`src/sg3_pkg.sv`:
```
// Shared types and constants for the soft G3 power-on sequencer.
// No dependencies; every module of the block and the testbench import this package.
package sg3_pkg;

  localparam int unsigned TimerW   = 16;
  localparam int unsigned ElapsedW = 17;
  localparam int unsigned CfgIdxW  = 3;
  localparam int unsigned CfgDataW = 16;

  localparam logic [ElapsedW-1:0] ElapsedMax = {ElapsedW{1'b1}};

  // Reset values of the configuration registers
  localparam logic              RstFitted     = 1'b1;
  localparam logic [TimerW-1:0] RstApTimeout  = 16'd15000;
  localparam logic [TimerW-1:0] RstApPoll     = 16'd100;
  localparam logic [TimerW-1:0] RstPciePulse  = 16'd10;
  localparam logic [TimerW-1:0] RstButtonDly  = 16'd10000;
  localparam logic              RstSg3Active  = 1'b1;
  localparam logic              RstPcieActive = 1'b0;

  typedef enum logic [CfgIdxW-1:0] {
    REG_FITTED      = 3'd0,
    REG_AP_TIMEOUT  = 3'd1,
    REG_AP_POLL     = 3'd2,
    REG_PCIE_PULSE  = 3'd3,
    REG_BUTTON_DLY  = 3'd4,
    REG_SG3_ACTIVE  = 3'd5,
    REG_PCIE_ACTIVE = 3'd6
  } cfg_idx_e;

  typedef enum logic [1:0] {
    ACT_TICK  = 2'd0,
    ACT_ON    = 2'd1,
    ACT_DOWN  = 2'd2
  } action_e;

  typedef enum logic [1:0] {
    PH_IDLE    = 2'd0,
    PH_WAIT_AP = 2'd1,
    PH_PULSE   = 2'd2,
    PH_BUTTON  = 2'd3
  } phase_e;

  typedef struct packed {
    logic              fitted;
    logic [TimerW-1:0] ap_timeout;
    logic [TimerW-1:0] ap_poll;
    logic [TimerW-1:0] pcie_pulse;
    logic [TimerW-1:0] button_dly;
    logic              sg3_active;
    logic              pcie_active;
  } cfg_t;

  typedef struct packed {
    logic [1:0] action;
    logic       power_good;
    logic       ap_reset_level;
  } item_t;

  typedef struct packed {
    logic   soft_g3_pin;
    logic   pcie_reset_pin;
    logic   button_request;
    logic   power_off_notice;
    logic   timeout_error;
    phase_e phase;
  } res_t;

  function automatic logic [TimerW-1:0] min16(input logic [TimerW-1:0] a,
                                              input logic [TimerW-1:0] b);
    min16 = (a < b) ? a : b;
  endfunction

endpackage

```
`src/sg3_in_if.sv`:
```
// Input channel of the sequencer: valid/ready plus one request item.
// Depends on nothing.
interface sg3_in_if;
  logic       valid;
  logic       ready;
  logic [1:0] action;
  logic       power_good;
  logic       ap_reset_level;

  modport source(output valid, output action, output power_good,
                 output ap_reset_level, input ready);
  modport sink(input valid, input action, input power_good,
               input ap_reset_level, output ready);
endinterface

```
`src/sg3_out_if.sv`:
```
// Result channel of the sequencer: valid/ready plus one result item.
// Depends on nothing.
interface sg3_out_if;
  logic       valid;
  logic       ready;
  logic       soft_g3_pin;
  logic       pcie_reset_pin;
  logic       button_request;
  logic       power_off_notice;
  logic       timeout_error;
  logic [1:0] phase;

  modport source(output valid, output soft_g3_pin, output pcie_reset_pin,
                 output button_request, output power_off_notice,
                 output timeout_error, output phase, input ready);
  modport sink(input valid, input soft_g3_pin, input pcie_reset_pin,
               input button_request, input power_off_notice,
               input timeout_error, input phase, output ready);
endinterface

```
`src/soft_g3_power_on_sequencer.sv`:
```
// Top level of the soft G3 power-on sequencer.
// Depends on sg3_pkg, sg3_in_if, sg3_out_if, sg3_cfg_regs and sg3_core.
//
// Usage:
// - in_i carries one transaction per millisecond tick, power-on request or
//   power-down request, with the sampled power-good and AP reset levels.
// - out_o returns exactly one result per input transaction, in order: the
//   pin levels after the transaction, the button/notice/timeout flags and
//   the sequencer phase.
// - cfg_we_i/cfg_idx_i/cfg_wdata_i write the seven configuration registers;
//   write only while no transaction is in flight.
// From input acceptance to result valid, a transaction passes the input
//   register and then the result register, which loads the result of the
//   state update computed in one pass.
// Throughput is one transaction per cycle while the receiver keeps ready high;
//   the state update is a handful of 16/17-bit decrements and compares, all combinational.
// Reset puts the sequencer idle with the stored soft G3 level low, PCIe
//   reset level high and the configuration at its defaults.
// When the receiver stalls, the result register holds; the input register
//   still takes one more transaction, then ready drops until the result
//   drains.
module soft_g3_power_on_sequencer import sg3_pkg::*; (
  input  logic                clk_i,
  input  logic                rst_ni,
  sg3_in_if.sink              in_i,
  sg3_out_if.source           out_o,
  input  logic                cfg_we_i,
  input  logic [CfgIdxW-1:0]  cfg_idx_i,
  input  logic [CfgDataW-1:0] cfg_wdata_i
);

  cfg_t  cfg;
  item_t item_q;
  logic  in_vld_q;
  logic  out_vld_q;
  res_t  res_q;
  res_t  res;
  logic  advance;

  sg3_cfg_regs u_cfg (
    .clk_i       (clk_i),
    .rst_ni      (rst_ni),
    .cfg_we_i    (cfg_we_i),
    .cfg_idx_i   (cfg_idx_i),
    .cfg_wdata_i (cfg_wdata_i),
    .cfg_o       (cfg)
  );

  // Advance the held transaction into the result register when it is free
  assign advance    = in_vld_q && (!out_vld_q || out_o.ready);
  assign in_i.ready = !in_vld_q || advance;

  always_ff @(posedge clk_i or negedge rst_ni) begin
    if (!rst_ni) begin
      in_vld_q <= 1'b0;
    end else if (in_i.ready) begin
      in_vld_q <= in_i.valid;
    end
  end

  // Payload needs no reset
  always_ff @(posedge clk_i) begin
    if (in_i.valid && in_i.ready) begin
      item_q.action         <= in_i.action;
      item_q.power_good     <= in_i.power_good;
      item_q.ap_reset_level <= in_i.ap_reset_level;
    end
  end

  // State commits only when the transaction moves on
  sg3_core u_core (
    .clk_i  (clk_i),
    .rst_ni (rst_ni),
    .step_i (advance),
    .item_i (item_q),
    .cfg_i  (cfg),
    .res_o  (res)
  );

  always_ff @(posedge clk_i or negedge rst_ni) begin
    if (!rst_ni) begin
      out_vld_q <= 1'b0;
    end else if (advance) begin
      out_vld_q <= 1'b1;
    end else if (out_o.ready) begin
      out_vld_q <= 1'b0;
    end
  end

  always_ff @(posedge clk_i) begin
    if (advance) begin
      res_q <= res;
    end
  end

  assign out_o.valid            = out_vld_q;
  assign out_o.soft_g3_pin      = res_q.soft_g3_pin;
  assign out_o.pcie_reset_pin   = res_q.pcie_reset_pin;
  assign out_o.button_request   = res_q.button_request;
  assign out_o.power_off_notice = res_q.power_off_notice;
  assign out_o.timeout_error    = res_q.timeout_error;
  assign out_o.phase            = res_q.phase;

endmodule

```
`src/sg3_cfg_regs.sv`:
```
// Configuration register bank of the sequencer, write-only.
// Depends on sg3_pkg.
module sg3_cfg_regs import sg3_pkg::*; (
  input  logic                clk_i,
  input  logic                rst_ni,
  input  logic                cfg_we_i,
  input  logic [CfgIdxW-1:0]  cfg_idx_i,
  input  logic [CfgDataW-1:0] cfg_wdata_i,
  output cfg_t                cfg_o
);

  cfg_t cfg_q;

  always_ff @(posedge clk_i or negedge rst_ni) begin
    if (!rst_ni) begin
      cfg_q.fitted      <= RstFitted;
      cfg_q.ap_timeout  <= RstApTimeout;
      cfg_q.ap_poll     <= RstApPoll;
      cfg_q.pcie_pulse  <= RstPciePulse;
      cfg_q.button_dly  <= RstButtonDly;
      cfg_q.sg3_active  <= RstSg3Active;
      cfg_q.pcie_active <= RstPcieActive;
    end else if (cfg_we_i) begin
      unique case (cfg_idx_e'(cfg_idx_i))
        REG_FITTED:      cfg_q.fitted      <= cfg_wdata_i[0];
        REG_AP_TIMEOUT:  cfg_q.ap_timeout  <= cfg_wdata_i;
        REG_AP_POLL:     cfg_q.ap_poll     <= cfg_wdata_i;
        REG_PCIE_PULSE:  cfg_q.pcie_pulse  <= cfg_wdata_i;
        REG_BUTTON_DLY:  cfg_q.button_dly  <= cfg_wdata_i;
        REG_SG3_ACTIVE:  cfg_q.sg3_active  <= cfg_wdata_i[0];
        REG_PCIE_ACTIVE: cfg_q.pcie_active <= cfg_wdata_i[0];
        default: ; // drop writes beyond the register list
      endcase
    end
  end

  assign cfg_o = cfg_q;

endmodule

```
`src/sg3_core.sv`:
```
// Sequencer state and the single-pass update applied per transaction.
// Depends on sg3_pkg.
module sg3_core import sg3_pkg::*; (
  input  logic  clk_i,
  input  logic  rst_ni,
  input  logic  step_i,
  input  item_t item_i,
  input  cfg_t  cfg_i,
  output res_t  res_o
);

  phase_e              phase_q, phase_d;
  logic [TimerW-1:0]   timer_q, timer_d;
  logic [ElapsedW-1:0] elapsed_q, elapsed_d;
  logic                sg3_q, sg3_d;
  logic                pcie_q, pcie_d;

  logic                is_on, is_down, is_tick;
  logic                direct_button;
  logic [ElapsedW-1:0] elapsed_inc;
  logic [TimerW-1:0]   timer_dec;
  logic                fire, ap_released, timed_out;
  logic                flag_button, flag_notice, flag_tmo;

  always_comb begin
    is_on   = 1'b0;
    is_down = 1'b0;
    is_tick = 1'b0;
    case (action_e'(item_i.action))
      ACT_TICK: is_tick = (phase_q != PH_IDLE);
      ACT_ON:   is_on   = 1'b1;
      ACT_DOWN: is_down = 1'b1;
      default:  ; // unknown action: leave everything alone
    endcase
  end

  assign direct_button = !cfg_i.fitted || item_i.power_good;
  assign elapsed_inc   = (phase_q == PH_WAIT_AP && elapsed_q != ElapsedMax)
                         ? elapsed_q + 1'b1 : elapsed_q;
  assign timer_dec     = (timer_q != '0) ? timer_q - 1'b1 : timer_q;
  assign fire          = (timer_dec == '0);
  assign ap_released   = item_i.ap_reset_level;
  assign timed_out     = (elapsed_inc >= {1'b0, cfg_i.ap_timeout});

  // Next state
  always_comb begin
    phase_d   = phase_q;
    timer_d   = timer_q;
    elapsed_d = elapsed_q;
    sg3_d     = sg3_q;
    pcie_d    = pcie_q;
    if (step_i) begin
      if (is_on) begin
        if (!direct_button) begin
          sg3_d     = ~cfg_i.sg3_active;
          phase_d   = PH_WAIT_AP;
          elapsed_d = '0;
          timer_d   = min16(cfg_i.ap_poll, cfg_i.ap_timeout);
        end
      end else if (is_down) begin
        if (cfg_i.fitted) begin
          sg3_d  = cfg_i.sg3_active;
          pcie_d = cfg_i.pcie_active;
        end
      end else if (is_tick) begin
        elapsed_d = elapsed_inc;
        timer_d   = timer_dec;
        if (fire) begin
          unique case (phase_q)
            PH_WAIT_AP: begin
              if (ap_released) begin
                pcie_d  = 1'b0;
                phase_d = PH_PULSE;
                timer_d = cfg_i.pcie_pulse;
              end else if (timed_out) begin
                phase_d = PH_IDLE;
              end else begin
                // elapsed is below the timeout here, so the low 16 bits suffice
                timer_d = min16(cfg_i.ap_poll,
                                cfg_i.ap_timeout - elapsed_inc[TimerW-1:0]);
              end
            end
            PH_PULSE: begin
              pcie_d  = 1'b1;
              phase_d = PH_BUTTON;
              timer_d = cfg_i.button_dly;
            end
            PH_BUTTON: phase_d = PH_IDLE;
            default:   ;
          endcase
        end
      end
    end
  end

  // Per-transaction flags
  always_comb begin
    flag_button = 1'b0;
    flag_notice = 1'b0;
    flag_tmo    = 1'b0;
    if (is_on) begin
      flag_button = direct_button;
    end else if (is_down) begin
      flag_notice = 1'b1;
    end else if (is_tick && fire) begin
      flag_button = (phase_q == PH_BUTTON);
      flag_tmo    = (phase_q == PH_WAIT_AP) && !ap_released && timed_out;
    end
  end

  always_ff @(posedge clk_i or negedge rst_ni) begin
    if (!rst_ni) begin
      phase_q   <= PH_IDLE;
      timer_q   <= '0;
      elapsed_q <= '0;
      sg3_q     <= 1'b0;
      pcie_q    <= 1'b1;
    end else begin
      phase_q   <= phase_d;
      timer_q   <= timer_d;
      elapsed_q <= elapsed_d;
      sg3_q     <= sg3_d;
      pcie_q    <= pcie_d;
    end
  end

  assign res_o.soft_g3_pin      = sg3_d;
  assign res_o.pcie_reset_pin   = pcie_d;
  assign res_o.button_request   = flag_button;
  assign res_o.power_off_notice = flag_notice;
  assign res_o.timeout_error    = flag_tmo;
  assign res_o.phase            = phase_d;

endmodule

```
`src/flat_wrapper.sv`:
```
// flat-port wrapper written by rule: the top's interface ports become plain ports
module soft_g3_power_on_sequencer_flat import sg3_pkg::*;
  (clk_i, rst_ni, cfg_we_i, cfg_idx_i, cfg_wdata_i, in_i_valid, in_i_action, in_i_power_good, in_i_ap_reset_level, in_i_ready, out_o_valid, out_o_soft_g3_pin, out_o_pcie_reset_pin, out_o_button_request, out_o_power_off_notice, out_o_timeout_error, out_o_phase, out_o_ready);
  sg3_in_if in_i_i ();
  sg3_out_if out_o_i ();
  input  logic clk_i;
  input  logic rst_ni;
  input  logic cfg_we_i;
  input  logic [CfgIdxW-1:0] cfg_idx_i;
  input  logic [CfgDataW-1:0] cfg_wdata_i;
  input wire logic [$bits(in_i_i.valid)-1:0] in_i_valid;
  input wire logic [$bits(in_i_i.action)-1:0] in_i_action;
  input wire logic [$bits(in_i_i.power_good)-1:0] in_i_power_good;
  input wire logic [$bits(in_i_i.ap_reset_level)-1:0] in_i_ap_reset_level;
  output wire logic [$bits(in_i_i.ready)-1:0] in_i_ready;
  output wire logic [$bits(out_o_i.valid)-1:0] out_o_valid;
  output wire logic [$bits(out_o_i.soft_g3_pin)-1:0] out_o_soft_g3_pin;
  output wire logic [$bits(out_o_i.pcie_reset_pin)-1:0] out_o_pcie_reset_pin;
  output wire logic [$bits(out_o_i.button_request)-1:0] out_o_button_request;
  output wire logic [$bits(out_o_i.power_off_notice)-1:0] out_o_power_off_notice;
  output wire logic [$bits(out_o_i.timeout_error)-1:0] out_o_timeout_error;
  output wire logic [$bits(out_o_i.phase)-1:0] out_o_phase;
  input wire logic [$bits(out_o_i.ready)-1:0] out_o_ready;
  assign in_i_i.valid = in_i_valid;
  assign in_i_i.action = in_i_action;
  assign in_i_i.power_good = in_i_power_good;
  assign in_i_i.ap_reset_level = in_i_ap_reset_level;
  assign in_i_ready = in_i_i.ready;
  assign out_o_valid = out_o_i.valid;
  assign out_o_soft_g3_pin = out_o_i.soft_g3_pin;
  assign out_o_pcie_reset_pin = out_o_i.pcie_reset_pin;
  assign out_o_button_request = out_o_i.button_request;
  assign out_o_power_off_notice = out_o_i.power_off_notice;
  assign out_o_timeout_error = out_o_i.timeout_error;
  assign out_o_phase = out_o_i.phase;
  assign out_o_i.ready = out_o_ready;
  soft_g3_power_on_sequencer u_core (.clk_i(clk_i), .rst_ni(rst_ni), .in_i(in_i_i), .out_o(out_o_i), .cfg_we_i(cfg_we_i), .cfg_idx_i(cfg_idx_i), .cfg_wdata_i(cfg_wdata_i));
endmodule
```
`config.mk`:
```
export PLATFORM = sky130hd
export DESIGN_NAME = soft_g3_power_on_sequencer_flat
export DESIGN_NICKNAME = d
export VERILOG_FILES = /design/src/sg3_pkg.sv /design/src/sg3_in_if.sv /design/src/sg3_out_if.sv /design/src/soft_g3_power_on_sequencer.sv /design/src/sg3_cfg_regs.sv /design/src/sg3_core.sv /design/src/flat_wrapper.sv
export SDC_FILE = /design/constraint.sdc
export NUM_CORES = 1
export LEC_CHECK = 0
export BUFFER_PORTS_ARGS = -buffer_cell sky130_fd_sc_hd__buf_2
export CORE_MARGIN = 5
export CORE_UTILIZATION = 65
export DETAILED_ROUTE_END_ITERATION = 10
export PLACE_DENSITY = 0.83
export SLEW_MARGIN = 20
export SYNTH_ARGS = -nofsm -noshare
export SYNTH_HDL_FRONTEND = slang
export SYNTH_SLANG_ARGS = --single-unit
```
`constraint.sdc`:
```
create_clock -name clk_i -period 13.65 [get_ports clk_i]
set_input_delay 2.73 -clock clk_i [delete_from_list [all_inputs] [get_ports clk_i]]
set_output_delay 2.73 -clock clk_i [all_outputs]
set_load 0.1 [all_outputs]
```
# ---- Word level (Yosys, flattened, before mapping)
# Cells that the tools add are included.
dict set report word_totals {
  regBits 117
  inputBits 28
  out_inout_bits 9
}
dict set report op_classes {
  n_lt_le_gt_ge 3
  n_addsub 3
  bitwise_logic 2
  n_eq_ne 14
  mux 47
  reduce_logical 29
}
# op count
set ops {}
lappend ops {{two-way mux 16 bit} 10}
lappend ops {{two-way mux 17 bit} 5}
lappend ops {{< comparator 16 bit} 2}
lappend ops {{case mux 16 bit (2 select lines)} 1}
lappend ops {{two-way mux 1 bit} 21}
lappend ops {{adder 17 x 1 -> 17 bit (second input constant)} 1}
lappend ops {{greater-or-equal comparator 17 x 16 -> 1 bit} 1}
lappend ops {{!= test 17 bit (second input constant)} 1}
lappend ops {{zero test 16 bit} 1}
lappend ops {{two-way mux 2 bit} 8}
lappend ops {{nonzero test 16 bit} 1}
lappend ops {{subtractor 16 x 1 -> 16 bit (second input constant)} 1}
lappend ops {{subtractor 16 bit} 1}
lappend ops {{AND reduction 2 bit} 7}
lappend ops {{equality test 3 bit (second input constant)} 3}
lappend ops {{equality test 2 bit (second input constant)} 3}
lappend ops {{equality test 3 x 2 -> 1 bit (second input constant)} 2}
lappend ops {{logical AND 1 bit} 6}
lappend ops {{case mux 2 bit (3 select lines)} 1}
lappend ops {{nonzero test 2 bit} 3}
lappend ops {{equality test 2 x 1 -> 1 bit (second input constant)} 2}
lappend ops {{zero test 1 bit} 4}
lappend ops {{!= test 2 bit (second input constant)} 2}
lappend ops {{AND reduction 4 bit} 1}
lappend ops {{7 further kinds} 10}

# ---- Logic depth before layout (Yosys ltp)
dict set report depth {
  depth_word 13
  ltp_mapped 31
  mapped_depth_nobuf 27
}

# ---- Hierarchy
# A second synthesis with hierarchy kept.
dict set report unflattened {
  cells_unflattened 878
  area_unflattened_um2 8598.2
}
# mod area_each_um2 cells_per_inst instances
set modules_own_cells {}
lappend modules_own_cells {sg3_core 5434.0 711 1}
lappend modules_own_cells {sg3_cfg_regs 2730.1 148 1}
lappend modules_own_cells {soft_g3_power_on_sequencer 434.2 19 1}

# ---- Worst setup path before layout
# Ideal clock, no wire load.
dict set report synth_timing {
  path_type {input-to-output}
  startpoint {input port out_o_ready}
  endpoint {output port in_i_ready}
  path_stages 1
  path_slack_ns 7.368
  t_required_ns 10.920
  t_arrival_ns 3.552
  path_buffers 0
  cell_sequence {nand3b_1}
}
dict set report synth_via {
  elab_chain_len 3
}
# element line_no
set synth_lines {}
lappend synth_lines {{from (decl)} flat_wrapper.sv:23} ;# input wire logic [$bits(out_o_i.ready)-1:0] out_o_ready;
lappend synth_lines {{logical OR 1 bit} soft_g3_power_on_sequencer.sv:50} ;# assign advance = in_vld_q && (!out_vld_q || out_o.ready);
lappend synth_lines {{logical AND 1 bit} soft_g3_power_on_sequencer.sv:50}
lappend synth_lines {{logical OR 1 bit} soft_g3_power_on_sequencer.sv:51} ;# assign in_i.ready = !in_vld_q || advance;
lappend synth_lines {{to (decl)} flat_wrapper.sv:15} ;# output wire logic [$bits(in_i_i.ready)-1:0] in_i_ready;
# Every way passes these cells.

# ---- Worst setup path after layout
dict set report layout_timing {
  startpoint {register u_core.u_core.elapsed_q[0]}
  endpoint {register u_core.u_core.timer_q[4]}
}
dict set report layout_via {
  elab_chain_len 13
  elab_cells_between_ends 15
}
# element line_no
set layout_lines {}
lappend layout_lines {{from (decl)} sg3_core.sv:14} ;# logic [ElapsedW-1:0] elapsed_q, elapsed_d;
lappend layout_lines {{from (signal assigned)} sg3_core.sv:121} ;# elapsed_q <= elapsed_d;
lappend layout_lines {{branches (longest 2 deep; another with adder 17 x 1 -> 17 bit)} -}
lappend layout_lines {{two-way mux 17 bit *} sg3_core.sv:39} ;# ? elapsed_q + 1'b1 : elapsed_q;
lappend layout_lines {{subtractor 16 bit} sg3_core.sv:80} ;# cfg_i.ap_timeout - elapsed_inc[TimerW-1:0]);
lappend layout_lines {{< comparator 16 bit} sg3_pkg.sv:71} ;# min16 = (a < b) ? a : b;
lappend layout_lines {{two-way mux 16 bit} sg3_pkg.sv:71}
lappend layout_lines {{two-way mux 16 bit *} sg3_core.sv:75} ;# end else if (timed_out) begin
lappend layout_lines {{two-way mux 16 bit *} sg3_core.sv:71} ;# if (ap_released) begin
lappend layout_lines {{case mux 16 bit (2 select lines) *} sg3_core.sv:69} ;# unique case (phase_q)
lappend layout_lines {{two-way mux 16 bit *} sg3_core.sv:68} ;# if (fire) begin
lappend layout_lines {{two-way mux 16 bit *} sg3_core.sv:65} ;# end else if (is_tick) begin
lappend layout_lines {{two-way mux 16 bit *} sg3_core.sv:60} ;# end else if (is_down) begin
lappend layout_lines {{two-way mux 16 bit *} sg3_core.sv:53} ;# if (is_on) begin
lappend layout_lines {{to (signal assigned)} sg3_core.sv:120} ;# timer_q <= timer_d;
lappend layout_lines {{to (decl)} sg3_core.sv:13} ;# logic [TimerW-1:0] timer_q, timer_d;
# Every way passes the cells marked *. The select of a mux whose other input is x is not followed.
# A chain may end at the register's enable or synchronous reset.

==> flow_metrics.env <==
export IMPL_outcome="completed"
export IMPL_pwr_share_comb_pct=42.4
export IMPL_clk_path_buf_depth=2
export IMPL_leakage_nw=4.023
export IMPL_p_int_mw=0.9759
export IMPL_met2WireLength_um=10890
export IMPL_min_period_ns=6.550
export IMPL_cts_htree_levels=4
export IMPL_power_frac_clock_pct=25.2
export IMPL_drt_iter0_drc=965
export IMPL_clock_sinks=117
export IMPL_dieHeight_um=123.8
export IMPL_hold_violations=0
export IMPL_num_vias=7760
export IMPL_p_sw_mw=0.7301
export IMPL_critPathMaxFanout=23
export IMPL_powerDensity_nw_per_um2=183.4
export IMPL_p_seq_share_pct=32.4
export IMPL_crit_family="simple AND/OR/NAND/NOR gates"
export IMPL_initial_utilization_pct=66.48
export IMPL_area_sequential_um2=3008
export IMPL_gp_congestion=1.003
export IMPL_synth_seq_cells=117
export IMPL_end_kind="register"
export IMPL_dp_cells=1099
export IMPL_grt_antenna_before_repair=0
export IMPL_worst_slew_pin_slew_ns=1.116
export IMPL_multi_input_area_um2=5052
export IMPL_async_reset_ff_share_pct=90.60
export IMPL_antenna_left=0
export IMPL_crit_type="reg -> reg"
export IMPL_drive_above_1_share_pct=17.85
export IMPL_syn2layout_area_growth_pct=10.44
export IMPL_syn_cell_area_um2=8423
export IMPL_synth_cell_types=72
export IMPL_nets=1043
export IMPL_postCtsSetupRepairBufs=0
export IMPL_wl_per_cell_um=21.99
export IMPL_cts_root_buffer="clkbuf_16"
export IMPL_startpoint_type="register"
export IMPL_worstSkewPairLatency_ns=0.43
export IMPL_pin_count=37
export IMPL_rows=41
export IMPL_hp_start="u_core.u_core.sg3_q$_DFF_PN0_"
export IMPL_setup_viol=0
export IMPL_required_ns=14.02
export IMPL_grt_max_degree=58
export IMPL_cp_startpoint="u_core.u_core.elapsed_q[0]$_DFFE_PN0P_"
export IMPL_ir_drop_mv=0.1028
export IMPL_grt_usage_pct=34.34
export IMPL_drc=0
export IMPL_crit_path_max_incr_delay_ns=0.46
export IMPL_synth_edf_count=11
export IMPL_cap_violations=0
export IMPL_cp_arrival_ns=6.92
export IMPL_wl_met1_um=10110
export IMPL_hpwlAfterDp_um=18280
export IMPL_layout_commonest_cell="dfrtp_1"
export IMPL_port_buffers=36
export IMPL_synthFlopType="dfrtp_1"
export IMPL_max_slew_margin_pct=25.33
export IMPL_rsz0062_at_grt="no"
export IMPL_post_drt_via_cell_ratio=6.867
export IMPL_cts_made_buffers=17
export IMPL_core_um2=12670
export IMPL_num_antenna_cells=0
export IMPL_finalSetupTns_ns=0
export IMPL_grt_pass1_wl_um=39770
export IMPL_hold_buffers=0
export IMPL_cp_num_buf_inv=2
export IMPL_dieArea_um2=15340
export IMPL_cp_common_cell="ha_1"
export IMPL_fillers=950
export IMPL_synth_area_per_cell_um2=9.086
export IMPL_cts_resized=0
export IMPL_wl_um=24850
export IMPL_synth_warnings=0
export IMPL_min_path_type="reg -> reg"
export IMPL_grt_pass1_vias=7244
export IMPL_cts_tree="built"
export IMPL_wl_met3_um=2906
export IMPL_syn_inst=927
export IMPL_skew_ns=0.01073
export IMPL_max_freq_mhz=152.7
export IMPL_stdcell_count=1130
export IMPL_top_layer_used="met4"
export IMPL_p_sw_share_pct=42.80
export IMPL_critPathSlowestCell="or4_1"
export IMPL_gr_total_overflow=0
export IMPL_r2r_slack_ns=7.10
export IMPL_dr_pass1_iters=5
export IMPL_final_cell_mix="86 x dfrtp_1, 80 x nand2_1, 77 x o21ai_0"
export IMPL_fin_crit_sh_pct=47.99
export IMPL_drv_slew=0
export IMPL_die_x_um=123.8
export IMPL_syn_num_nets=1024
export IMPL_regToRegStartpoint="u_core.u_core.elapsed_q[0]$_DFFE_PN0P_"
export IMPL_clk_pin_slew_ns=0.06
export IMPL_synth_yosys_seq_area_share_pct=35.71
## synth_stat cells, drive strengths merged, types with 5 or more instances
cell type / count / share of area, %
dfrtp: 86 / 26
nand2: 80 / 3.6
o21ai: 78 / 4.6
ha: 68 / 10
inv: 52 / 2.3
mux2: 51 / 6.8
a21oi: 48 / 2.9
nor2: 44 / 2.0
clkbuf: 43 / 1.9
nand3: 27 / 1.6
nor3: 21 / 1.2
dfstp: 20 / 6.2
o211ai: 17 / 1.5
nand2b: 16 / 1.2
a31oi: 15 / 1.1
nand4: 14 / 1.0
a22oi: 13 / 1.2
and3: 13 / 0.97
or4: 12 / 1.2
xor2: 12 / 1.2
and2: 11 / 0.82
edfxtp: 11 / 3.9
o31ai: 11 / 1.0
a211oi: 10 / 0.89
a21o: 10 / 0.89
nor4: 10 / 0.74
xnor2: 10 / 1.0
o31a: 8 / 0.83
or3: 8 / 0.59
nor2b: 7 / 0.52
o21a: 7 / 0.62
mux2i: 6 / 0.71
o22ai: 6 / 0.45
a2111oi: 5 / 0.52
a211o: 5 / 0.52
a22o: 5 / 0.52
nor3b: 5 / 0.45
o2111ai: 5 / 0.52
o221a: 5 / 0.67
or2: 5 / 0.37
## final cells by class
type	count	share of cell area, %
clock buffers	18	4.842
clock inverters	13	1.251
inverters	52	2.098
multi-input cells	711	54.31
flip-flops and latches	117	32.33
well taps	172	2.313
repair buffers	47	2.851
## sequential cells by signal, indices dropped and copies added, names as in the netlist
name                           count
u_core.u_cfg.cfg_o                67
u_core.u_core.elapsed_q           17
u_core.u_core.timer_q             16
u_core.item_q                      4
u_core.out_o.phase                 2
u_core.u_core.phase_q              2
u_core.in_vld_q                    1
u_core.out_o.button_request        1
u_core.out_o.pcie_reset_pin        1
u_core.out_o.power_off_notice      1
u_core.out_o.soft_g3_pin           1
u_core.out_o.timeout_error         1
u_core.out_o.valid                 1
u_core.u_core.pcie_q               1
u_core.u_core.sg3_q                1
## metrics by stage
stage	cell area (um2)	total power [mW]	hold slack, ns	util, %	setup slack [ns]
after floorplan	8423	1.051	0.4569	-	7.368
after global placement	8736	1.227	0.4782	68.94	7.362
after detailed placement	8736	1.245	0.4893	68.94	7.200
after CTS	9303	1.680	0.5026	73.42	7.153
after global routing	9303	1.802	0.5189	73.42	6.518
final	9303	1.706	0.5030	73.42	7.100
## power by group through the flow
stage | Sequential, mW | Combinational [mW] | Clock, mW
after floorplan | 0.507 | 0.544 | 0
after global placement | 0.543 | 0.684 | 0
after detailed placement | 0.547 | 0.697 | 0
after CTS | 0.542 | 0.706 | 0.432
after global routing | 0.557 | 0.798 | 0.447
final | 0.552 | 0.724 | 0.430
## final timing paths
kind	depth (start not counted)	end
max reg2reg	28	u_core.u_core.timer_q[4]$_DFFE_PN0P_
min	1	u_core.u_core.sg3_q$_DFF_PN0_
min in group asynchronous	1	u_core.u_core.elapsed_q[3]$_DFFE_PN0P_
min reg2reg	1	u_core.u_core.sg3_q$_DFF_PN0_
max in group asynchronous	2	u_core.u_cfg.cfg_o[28]$_DFFE_PN0P_
max	28	u_core.u_core.timer_q[4]$_DFFE_PN0P_
## cells by family (layout without fill, tap and decap cells)
family          after synthesis  after routing  synth area share, %
xor+xnor                     22             22                2.288
fa+ha+maj                    69             69                10.34
compound gates              278            278                22.06
simple gates                285            285                17.45
buf+inv                      99            130                4.620
flops                       117            117                35.71
mux                          57             57                7.531
## metal layers
metal,global-route usage (%),vias to the layer above
met3,10.40,85
met1,47.74,3710
met5,0,-
met4,13.70,0
li1,-,3497
met2,50.29,468
## worst reg2reg max path, delay by kind of cell (launching register included)
| kind | cells | cell delay, ns |
|---|---|---|
| buf+inv | 2 | 0.38 |
| flops | 1 | 0.42 |
| compound gates | 6 | 1.05 |
| simple gates | 14 | 2.92 |
| xor+xnor | 1 | 0.24 |
| fa+ha+maj | 4 | 1.11 |
| mux | 1 | 0.37 |
Power figures use the tool's default switching activity.
